`config.mk`:
```
export PLATFORM = sky130hd
export DESIGN_NAME = hsv_to_rgb_converter
export DESIGN_NICKNAME = d
export VERILOG_FILES = /design/src/rtl/core/hsv2rgb_pkg.sv /design/src/rtl/core/hsv_to_rgb_converter.sv /design/src/rtl/core/hsv2rgb_hue.sv /design/src/rtl/core/hsv2rgb_chan.sv
export SDC_FILE = /design/constraint.sdc
export NUM_CORES = 2
export LEC_CHECK = 0
export BUFFER_PORTS_ARGS = -buffer_cell sky130_fd_sc_hd__buf_4
export CELL_PAD_IN_SITES_DETAIL_PLACEMENT = 1
export CELL_PAD_IN_SITES_GLOBAL_PLACEMENT = 2
export CORE_ASPECT_RATIO = 1.5
export CORE_MARGIN = 2
export CORE_UTILIZATION = 40
export CTS_BUF_LIST = sky130_fd_sc_hd__clkbuf_8
export CTS_CLUSTER_SIZE = 16
export DETAILED_ROUTE_END_ITERATION = 6
export PLACE_DENSITY_LB_ADDON = 0.2
export SLEW_MARGIN = 20
export SYNTH_ARGS = -nofsm -noshare
export SYNTH_HDL_FRONTEND = slang
export SYNTH_HIERARCHICAL = 1
export SYNTH_SLANG_ARGS = --single-unit
export TNS_END_PERCENT = 5
```
`constraint.sdc`:
```
create_clock -name clk -period 11.2 [get_ports clk]
set_input_delay 2.8 -clock clk [delete_from_list [all_inputs] [get_ports clk]]
set_output_delay 2.8 -clock clk [all_outputs]
set_load 0.005 [all_outputs]
```
`src/rtl/core/hsv2rgb_pkg.sv`:
```
// shared constants, types and helpers of the hsv to rgb converter
package hsv2rgb_pkg;

	// hue wrap: hue + 32768 + HUE_BIAS is a non-negative multiple-of-360 shift
	localparam int unsigned HUE_BIAS    = 352;
	localparam int unsigned HUE_RANGE   = 360;
	// floor(2^24 / 360), quotient estimate is low by at most one
	localparam int unsigned RECIP_360   = 46603;
	localparam int unsigned RECIP_360_SH = 24;

	localparam int unsigned SECTOR_SPAN = 60;
	localparam int unsigned UNIT_ONE    = 256;
	localparam int unsigned FULL_SCALE  = UNIT_ONE * SECTOR_SPAN;
	localparam int unsigned CHAN_SCALE  = 255;
	// ceil(2^16 / 15), exact for the quotient range used here
	localparam int unsigned RECIP_15    = 4370;

	localparam int unsigned REG_W   = 9;
	localparam int unsigned HUE_W   = 16;
	localparam int unsigned CHAN_W  = 8;
	localparam int unsigned REM_W   = 6;
	localparam int unsigned IDX_W   = 2;

	typedef enum logic [IDX_W-1:0] {
		REG_SAT = 2'd0,
		REG_BRI = 2'd1
	} cfg_reg_t;

	typedef enum logic [2:0] {
		SEC_0 = 3'd0,
		SEC_1 = 3'd1,
		SEC_2 = 3'd2,
		SEC_3 = 3'd3,
		SEC_4 = 3'd4,
		SEC_5 = 3'd5
	} sector_t;

	// limit a q.8 register value to 1.0
	function automatic logic [REG_W-1:0] clamp_unit(input logic [REG_W-1:0] x);
		logic [REG_W-1:0] r;
		r = (x > REG_W'(UNIT_ONE)) ? REG_W'(UNIT_ONE) : x;
		return r;
	endfunction

endpackage

```
`src/rtl/core/hsv_to_rgb_converter.sv`:
```
// hsv to rgb converter: seven-stage pipeline from hue beat to rgb beat
// throughput: one beat per cycle; every stage advances together, held while rgb is stalled
// stages: hue wrap (3), channel multiply and divide by 60 (3), sector mapping (1)
// reset: arst_n clears valid bits, saturation and brightness return to 1.0
module hsv_to_rgb_converter import hsv2rgb_pkg::*; (
	input  logic              clk,
	input  logic              arst_n,
	input  logic              pix_valid,
	output logic              pix_stall,
	input  logic [HUE_W-1:0]  hue_in,
	output logic              rgb_valid,
	input  logic              rgb_stall,
	output logic [CHAN_W-1:0] red,
	output logic [CHAN_W-1:0] green,
	output logic [CHAN_W-1:0] blue,
	input  logic              cfg_valid,
	output logic              cfg_ready,
	input  logic [IDX_W-1:0]  cfg_index,
	input  logic [REG_W-1:0]  cfg_data
);

	logic              adv;
	logic [6:0]        vld_q;
	logic [REG_W-1:0]  sat_q;
	logic [REG_W-1:0]  bri_q;
	sector_t           sector_s3;
	sector_t           sector_s4;
	sector_t           sector_s5;
	sector_t           sector_s6;
	logic [REM_W-1:0]  rem_s3;
	logic [REM_W-1:0]  k_t;
	logic [CHAN_W-1:0] cv_s6;
	logic [CHAN_W-1:0] cp_s6;
	logic [CHAN_W-1:0] cq_s6;
	logic [CHAN_W-1:0] ct_s6;
	logic [CHAN_W-1:0] red_s7;
	logic [CHAN_W-1:0] green_s7;
	logic [CHAN_W-1:0] blue_s7;
	logic [CHAN_W-1:0] red_d;
	logic [CHAN_W-1:0] green_d;
	logic [CHAN_W-1:0] blue_d;

	// whole pipe moves unless the output beat is held
	assign adv       = !rgb_valid || !rgb_stall;
	assign pix_stall = !adv;
	assign cfg_ready = 1'b1;

	// configuration registers, clamped to 1.0 on write
	always_ff @(posedge clk or negedge arst_n) begin
		if (!arst_n) begin
			sat_q <= REG_W'(UNIT_ONE);
			bri_q <= REG_W'(UNIT_ONE);
		end else if (cfg_valid && cfg_ready) begin
			unique case (cfg_index)
				REG_SAT: sat_q <= clamp_unit(cfg_data);
				REG_BRI: bri_q <= clamp_unit(cfg_data);
				default: ;
			endcase
		end
	end

	// valid bits travel with the data
	always_ff @(posedge clk or negedge arst_n) begin
		if (!arst_n) begin
			vld_q <= '0;
		end else if (adv) begin
			vld_q <= {vld_q[5:0], pix_valid};
		end
	end

	assign rgb_valid = vld_q[6];

	// hue wrap and sector split
	hsv2rgb_hue u_hue (
		.clk       (clk),
		.adv       (adv),
		.hue       (hue_in),
		.sector_s3 (sector_s3),
		.rem_s3    (rem_s3)
	);

	assign k_t = REM_W'(SECTOR_SPAN) - rem_s3;

	// the four candidate channel values
	hsv2rgb_chan u_chan_v (
		.clk (clk), .adv (adv), .k ('0), .sat (sat_q), .bri (bri_q), .chan_s6 (cv_s6)
	);
	hsv2rgb_chan u_chan_p (
		.clk (clk), .adv (adv), .k (REM_W'(SECTOR_SPAN)), .sat (sat_q), .bri (bri_q),
		.chan_s6 (cp_s6)
	);
	hsv2rgb_chan u_chan_q (
		.clk (clk), .adv (adv), .k (rem_s3), .sat (sat_q), .bri (bri_q), .chan_s6 (cq_s6)
	);
	hsv2rgb_chan u_chan_t (
		.clk (clk), .adv (adv), .k (k_t), .sat (sat_q), .bri (bri_q), .chan_s6 (ct_s6)
	);

	// sector follows the channel stages
	always_ff @(posedge clk) begin
		if (adv) begin
			sector_s4 <= sector_s3;
			sector_s5 <= sector_s4;
			sector_s6 <= sector_s5;
		end
	end

	// six-sector mapping
	always_comb begin
		unique case (sector_s6)
			SEC_1: begin red_d = cq_s6; green_d = cv_s6; blue_d = cp_s6; end
			SEC_2: begin red_d = cp_s6; green_d = cv_s6; blue_d = ct_s6; end
			SEC_3: begin red_d = cp_s6; green_d = cq_s6; blue_d = cv_s6; end
			SEC_4: begin red_d = ct_s6; green_d = cp_s6; blue_d = cv_s6; end
			SEC_5: begin red_d = cv_s6; green_d = cp_s6; blue_d = cq_s6; end
			default: begin red_d = cv_s6; green_d = ct_s6; blue_d = cp_s6; end
		endcase
	end

	// output register
	always_ff @(posedge clk) begin
		if (adv) begin
			red_s7   <= red_d;
			green_s7 <= green_d;
			blue_s7  <= blue_d;
		end
	end

	assign red   = red_s7;
	assign green = green_s7;
	assign blue  = blue_s7;

	// remainder of a live beat stays inside its sector
	a_rem_range: assert property (@(posedge clk) disable iff (!arst_n)
		vld_q[2] |-> (rem_s3 < REM_W'(SECTOR_SPAN)))
		else $error("hue remainder out of range");

	// sector of a live beat is one of six
	a_sector_range: assert property (@(posedge clk) disable iff (!arst_n)
		vld_q[2] |-> (3'(sector_s3) <= 3'(SEC_5)))
		else $error("hue sector out of range");

	// registers never exceed 1.0 after a write
	a_cfg_clamp: assert property (@(posedge clk) disable iff (!arst_n)
		(cfg_valid && cfg_ready) |=>
			(sat_q <= REG_W'(UNIT_ONE)) && (bri_q <= REG_W'(UNIT_ONE)))
		else $error("configuration register above unit");

endmodule

```
`src/rtl/core/hsv2rgb_hue.sv`:
```
// hue wrap modulo 360 and split into sector and remainder, three stages
module hsv2rgb_hue import hsv2rgb_pkg::*; (
	input  logic              clk,
	input  logic              adv,
	input  logic [HUE_W-1:0]  hue,
	output sector_t           sector_s3,
	output logic [REM_W-1:0]  rem_s3
);

	logic [16:0] u;
	logic [32:0] qprod;
	logic [16:0] u_s1;
	logic [7:0]  qhat_s1;
	logic [9:0]  r0;
	logic [8:0]  h;
	logic [8:0]  h_s2;
	sector_t     sec;
	logic [8:0]  base;

	// offset to non-negative and estimate the quotient by 360
	always_comb begin
		u     = 17'({~hue[HUE_W-1], hue[HUE_W-2:0]}) + 17'(HUE_BIAS);
		qprod = 33'(u) * 33'(RECIP_360);
	end

	always_ff @(posedge clk) begin
		if (adv) begin
			u_s1    <= u;
			qhat_s1 <= qprod[RECIP_360_SH +: 8];
		end
	end

	// remainder with one correction step
	always_comb begin
		r0 = 10'(u_s1 - 17'(qhat_s1) * 17'(HUE_RANGE));
		h  = (r0 >= 10'(HUE_RANGE)) ? 9'(r0 - 10'(HUE_RANGE)) : r0[8:0];
	end

	always_ff @(posedge clk) begin
		if (adv) begin
			h_s2 <= h;
		end
	end

	// sector by compare chain
	always_comb begin
		if (h_s2 < 9'(SECTOR_SPAN)) begin
			sec = SEC_0;
		end else if (h_s2 < 9'(2 * SECTOR_SPAN)) begin
			sec = SEC_1;
		end else if (h_s2 < 9'(3 * SECTOR_SPAN)) begin
			sec = SEC_2;
		end else if (h_s2 < 9'(4 * SECTOR_SPAN)) begin
			sec = SEC_3;
		end else if (h_s2 < 9'(5 * SECTOR_SPAN)) begin
			sec = SEC_4;
		end else begin
			sec = SEC_5;
		end
		base = 9'(sec) * 9'(SECTOR_SPAN);
	end

	always_ff @(posedge clk) begin
		if (adv) begin
			sector_s3 <= sec;
			rem_s3    <= REM_W'(h_s2 - base);
		end
	end

endmodule

```
`src/rtl/core/hsv2rgb_chan.sv`:
```
// one colour channel floor(255 * v * (15360 - s * k) / 3932160), three stages
module hsv2rgb_chan import hsv2rgb_pkg::*; (
	input  logic              clk,
	input  logic              adv,
	input  logic [REM_W-1:0]  k,
	input  logic [REG_W-1:0]  sat,
	input  logic [REG_W-1:0]  bri,
	output logic [CHAN_W-1:0] chan_s6
);

	logic [14:0] a_s4;
	logic [15:0] vv_s4;
	logic [30:0] num;
	logic [13:0] y_s5;
	logic [24:0] qprod;

	// scaled weight and scaled brightness
	always_ff @(posedge clk) begin
		if (adv) begin
			a_s4  <= 15'(FULL_SCALE) - 15'(15'(sat) * 15'(k));
			vv_s4 <= 16'(bri) * 16'(CHAN_SCALE);
		end
	end

	// full product, drop the q.16 fraction
	always_comb begin
		num = 31'(vv_s4) * 31'(a_s4);
	end

	always_ff @(posedge clk) begin
		if (adv) begin
			y_s5 <= num[29:16];
		end
	end

	// divide by 60 as a shift by two and a reciprocal multiply for 15
	always_comb begin
		qprod = 25'(y_s5[13:2]) * 25'(RECIP_15);
	end

	always_ff @(posedge clk) begin
		if (adv) begin
			chan_s6 <= qprod[23:16];
		end
	end

endmodule
```
Word-level counts from Yosys, hierarchy flattened
Index checks and enable logic that the tools add are counted.

Register bits after elaboration: 243. Latch bits: 0. RAM bits: 0. Bits in read-only memories: 0. Input port bits: 32. Memories kept: 0.

$add $sub $neg: 8. $mul: 15. Divide/modulo/power cells: 0. $lt $le $gt $ge: 7. Eq/ne operators: 6. Shift operators: 0. Mux-type cells: 10. Bitwise logic cells: 1. Reductions and logical operators: 11.

Operator list (count): 12-bit by 12-bit multiplier with 23-bit output, second input constant (4); 16-bit by 15-bit multiplier with 30-bit output (3); 8-bit case mux with 3 select lines (3); 14-bit by 15-bit subtractor with 15-bit output, first input constant (3); 17-bit by 16-bit multiplier with 32-bit output, second input constant (1); 9-bit by 6-bit multiplier with 15-bit output (2); 16-bit by 4-bit multiplier with 20-bit output, second input constant (1); 9-bit by 8-bit < comparator with 1-bit output, second input constant (2); 9-bit two-way mux (2); 16-bit by 9-bit adder with 17-bit output, second input constant (1); 9-bit by 8-bit multiplier with 16-bit output, second input constant (1); 9-bit by 4-bit multiplier with 13-bit output, second input constant (1); 3-bit two-way mux (4); 10-bit by 9-bit greater-or-equal comparator with 1-bit output, second input constant (1); 10-bit subtractor (1); 9-bit greater-than comparator, second input constant (1); 9-bit by 6-bit < comparator with 1-bit output, second input constant (1); 9-bit by 7-bit < comparator with 1-bit output, second input constant (1); 9-bit < comparator, second input constant (1); 9-bit subtractor, second input constant (1); 8-bit by 6-bit multiplier with 7-bit output, second input constant (1); 2-bit OR reduction (4); 3-bit by 2-bit == test with 1-bit output, second input constant (2); 3-bit == test, second input constant (2); 11 further kinds (14).

Logic depth before layout (Yosys ltp)
Word-level depth: 8. Depth in mapped cells: 24.

Modules after synthesis
The synthesis kept the hierarchy.

Modules (own cells, without submodules): hsv2rgb_chan (u_chan_t) (times used 1, cells an instance 1399, area an instance 13646.8 um^2); hsv2rgb_chan (u_chan_q) (times used 1, cells an instance 1393, area an instance 13606.8 um^2); hsv2rgb_chan (u_chan_v) (times used 1, cells an instance 1386, area an instance 13558.0 um^2); hsv2rgb_chan (u_chan_p) (times used 1, cells an instance 1366, area an instance 13399.1 um^2); hsv2rgb_hue (times used 1, cells an instance 600, area an instance 6103.4 um^2); hsv_to_rgb_converter (times used 1, cells an instance 227, area an instance 2776.4 um^2).

Worst setup path before layout
Ideal clock, no wire load.

Path type: input to output. Start point: in rgb_stall. End point: out pix_stall. Data arrival time: 9.012 ns. Data required time: 8.400 ns. Slack: -0.612 ns. Stages on the path: 2. Cells stage by stage: nand2_1 inv_1.

Word-level cells in the longest chain between the ends: 3.

Ends and longest elaborated chain: start: declaration (RTL line hsv_to_rgb_converter.sv:12) `input logic rgb_stall,`; 1-bit zero test (RTL line hsv_to_rgb_converter.sv:44) `assign adv = !rgb_valid || !rgb_stall;`; 1-bit logical OR (RTL line hsv_to_rgb_converter.sv:44); 1-bit zero test (RTL line hsv_to_rgb_converter.sv:45) `assign pix_stall = !adv;`; end: declaration (RTL line hsv_to_rgb_converter.sv:9) `output logic pix_stall,`.

No other way between the ends.

Worst setup path after layout
Start point: in hue_in[5]. End point: reg u_hue.qhat_s1[5] (data pin).

Word-level cells in the longest chain between the ends: 2.

Ends and longest elaborated chain: start: declaration (RTL line hsv_to_rgb_converter.sv:10) `input logic [HUE_W-1:0] hue_in,`; 16-bit by 9-bit adder with 17-bit output (RTL line hsv2rgb_hue.sv:22) `u = 17'({~hue[HUE_W-1], hue[HUE_W-2:0]}) + 17'(HUE_BIAS);`; via u_hue.u[5] (RTL line hsv2rgb_hue.sv:10) `logic [16:0] u;`; 17-bit by 16-bit multiplier with 32-bit output (RTL line hsv2rgb_hue.sv:23) `qprod = 33'(u) * 33'(RECIP_360);`; via u_hue.qprod[29] (RTL line hsv2rgb_hue.sv:11) `logic [32:0] qprod;`; end signal: assignment (RTL line hsv2rgb_hue.sv:29) `qhat_s1 <= qprod[RECIP_360_SH +: 8];`; end: declaration (RTL line hsv2rgb_hue.sv:13) `logic [7:0] qhat_s1;`.

The timed path passes the listed nets, and every way through them passes these cells. A chain may end at the register's enable or synchronous reset.

==> impl_metrics.ini <==
[setup_path]
cp-start-kind = input pin
crit_type = in -> reg
cp-startpoint = hue_in[5]
worstPathMaxFanout = 6
ff2ff_path_depth = 21
r2r_end = u_chan_p/y_s5[13]$_DFFE_PP_
timing.rr.start = u_chan_p/a_s4[5]$_DFFE_PP_
end_kind = flip-flop
cp_data_arrival_time_ps = 8420
crit_required_ps = 11700
r2r_slack_ps = 4230

[floorplanning]
floorplan.initialDensity_pct = 40.2
rows = 178
ios = 59
die_w_um = 328
dieArea_mm2 = 0.161
die_h_um = 490
core_area_mm2 = 0.157

[cells_and_area]
drive_above_1_share_pct = 3.58
fillers = 17800
register_area_mm2 = 0.00880
layout.nets = 8500
areaGrowthSynthToFinish_pct = 6.55
multi_input_area_mm2 = 0.0482

[clocking]
cts_setup_buffers = 0
cts_resized = 0
clk_pin_slew_ps = 60
cts_buffers = 59
root_buffer = clkbuf_8
htreeDepth = 2
cts_buffer_depth = 3
cts_sinks = 297
cts_tree = built
clk_latency_ps = 760
hold_buffers = 0

[drt]
drc = 0
avgRoutedWirePerCell_um = 18.6
dr_wl_met3_mm = 2.44
routed.top_layer = met4
m1WireLength_mm = 63.9
wl_met2_mm = 87.7
drt_wl_total_mm = 158
via_per_inst = 4.97
dr.pass1.iters = 6
routed-via-count = 42300
drt_iter0_drc = 1234
drtAntennaViolNets = 0

[global_route]
track_usage_pct = 20.6
grt_pass1_wl_mm = 263
grt_antenna_before_repair = 8
grt_pass1_vias = 49500
overflow = 0
grt_max_degree = 136

[synth]
ys_seq_area_share_pct = 13.9
async_flop_share_pct = 8.42
synth_edf_count = 272
synth_area_leader_cell = fa_1
yosysMostFrequentCell = inv_1
ys_ff_latch = 297
syn_area_mm2 = 0.0631
post_synth_most_frequent_cells = inv_1, fa_1, ha_1, and2_1, nand2_1
syn_area_per_cell_um2 = 9.90
synthTopCellsByArea = fa_1, ha_1, edfxtp_1
synth_cell_type_count = 94
synthCells = 6371
yosys_warnings = 6
synth_top_cell_area_share_pct = 33.8
yosys_most_used_dff = edfxtp_1

[place]
dpl.hpwl_mm = 130
gp_congestion = 0.836
io_buffers = 57

[timing]
min_period_ps = 7920
max_clock_freq_ghz = 0.126
setup_viol = 0
rsz0062_at_grt = no
setup_tns_ps = 0
finalCritPeriodShare_pct = 70.7
hold_violations = 0
skew_ps = 74.6
worst_pin_slew_ps = 1040
slew_headroom_pct = 30.7
slew_violations = 0

[run_status]
outcome = finished, final reports clean

[hold_path]
whs_path_depth = 0
min_from = sector_s4[1]$_DFFE_PN_
hold_path_end = sector_s5[1]$_DFFE_PN_
hold_class = reg -> reg

[run]
max_cap_violations = 0
cell families (layout without fill, tap and decap cells):
group | after synthesis | after routing | synth area share (%)
fa+ha+maj | 2071 | 2071 | 53.7
buf+inv | 1648 | 1683 | 9.86
simple gates | 1594 | 1594 | 13.2
compound gates | 486 | 486 | 5.36
flops | 297 | 297 | 13.9
xor+xnor | 255 | 255 | 3.59
mux | 18 | 18 | 0.301
other cells | 2 | 48 | 0.0119
worst max-delay path, cell delays in order:
cell      delay, ps
buf_4            80
inv_1           120
ha_1            260
nor2b_1         250
o211ai_1        160
inv_1            70
nand3_1          90
xnor2_1         520
inv_1           120
fa_1            500
inv_1            60
fa_1            530
inv_1            60
fa_1            410
fa_1            600
inv_1            60
ha_1            310
a21oi_1         150
a21oi_1         110
a211oi_1        310
a21oi_1         180
o21ai_0         320
nor3b_1         270
xnor2_1          90
flip-flops by register name (all words and copies together), names as in the netlist, 9 cells and up:
name and cells:
u_chan_v/a_s4 15, u_chan_p/y_s5 12, u_chan_v/y_s5 12, bri_q 9
u_hue/u_s1 10, u_chan_p/a_s4 15, u_chan_q/y_s5 12, u_chan_q/vv_s4 16
u_chan_t/vv_s4 16, u_chan_v/vv_s4 16, u_chan_p/vv_s4 16, u_chan_t/y_s5 12
u_hue/h_s2 9, sat_q 9, u_chan_q/a_s4 15, u_chan_t/a_s4 15
worst max-delay path by stage:
stage,slack (ps),end,cells past startpoint
floorplan,2070,pix_stall,2
global placement,2380,u_hue/qhat_s1[6]$_DFFE_PP_,24
detailed placement,2390,u_hue/qhat_s1[5]$_DFFE_PP_,24
CTS,3250,u_hue/qhat_s1[5]$_DFFE_PP_,24
global route,2840,u_hue/qhat_s1[5]$_DFFE_PP_,24
finish,3280,u_hue/qhat_s1[5]$_DFFE_PP_,24
layer usage:
metal	vias to the layer above	GRT usage (%)
li1	19800	-
met5	-	0
met2	350	40.3
met4	0	5.36
met3	188	1.44
met1	22000	23.8
cell type report:
class | instances | share of cell area, %
Multi-Input combinational cell | 4469 | 71.8
Sequential cell | 297 | 13.1
Inverter | 1490 | 8.32
Tap cell | 2070 | 3.85
Clock buffer | 63 | 1.29
Timing Repair Buffer | 81 | 0.923
Clock inverter | 49 | 0.741
Antenna cell | 3 | 0.0112
metrics by stage:
step	setup WS, ps	util, %	instance area [µm²]	hold slack [ps]	cells
detailed placement	2390	42.0	65800	406	8407
global route	2840	42.9	67200	434	8520
floorplan	2070	-	63300	400	6414
CTS	3250	42.9	67200	422	8519
global placement	2380	42.0	65800	410	8407
finish	3280	42.9	67200	421	8522
cells in the final DEF, fill, tap and decap left out, types with 80 or more instances in the layout:
master and count:
a21oi_1 129, o21ai_0 93, buf_4 80, xnor2_1 191, fa_1 1065, nand2_1 528, ha_1 1005, inv_1 1502
and2_1 738, nor2_1 118, edfxtp_1 272
Power is not shown: default switching activity piles up to over one toggle a cycle in this logic, so the estimate is an artifact.
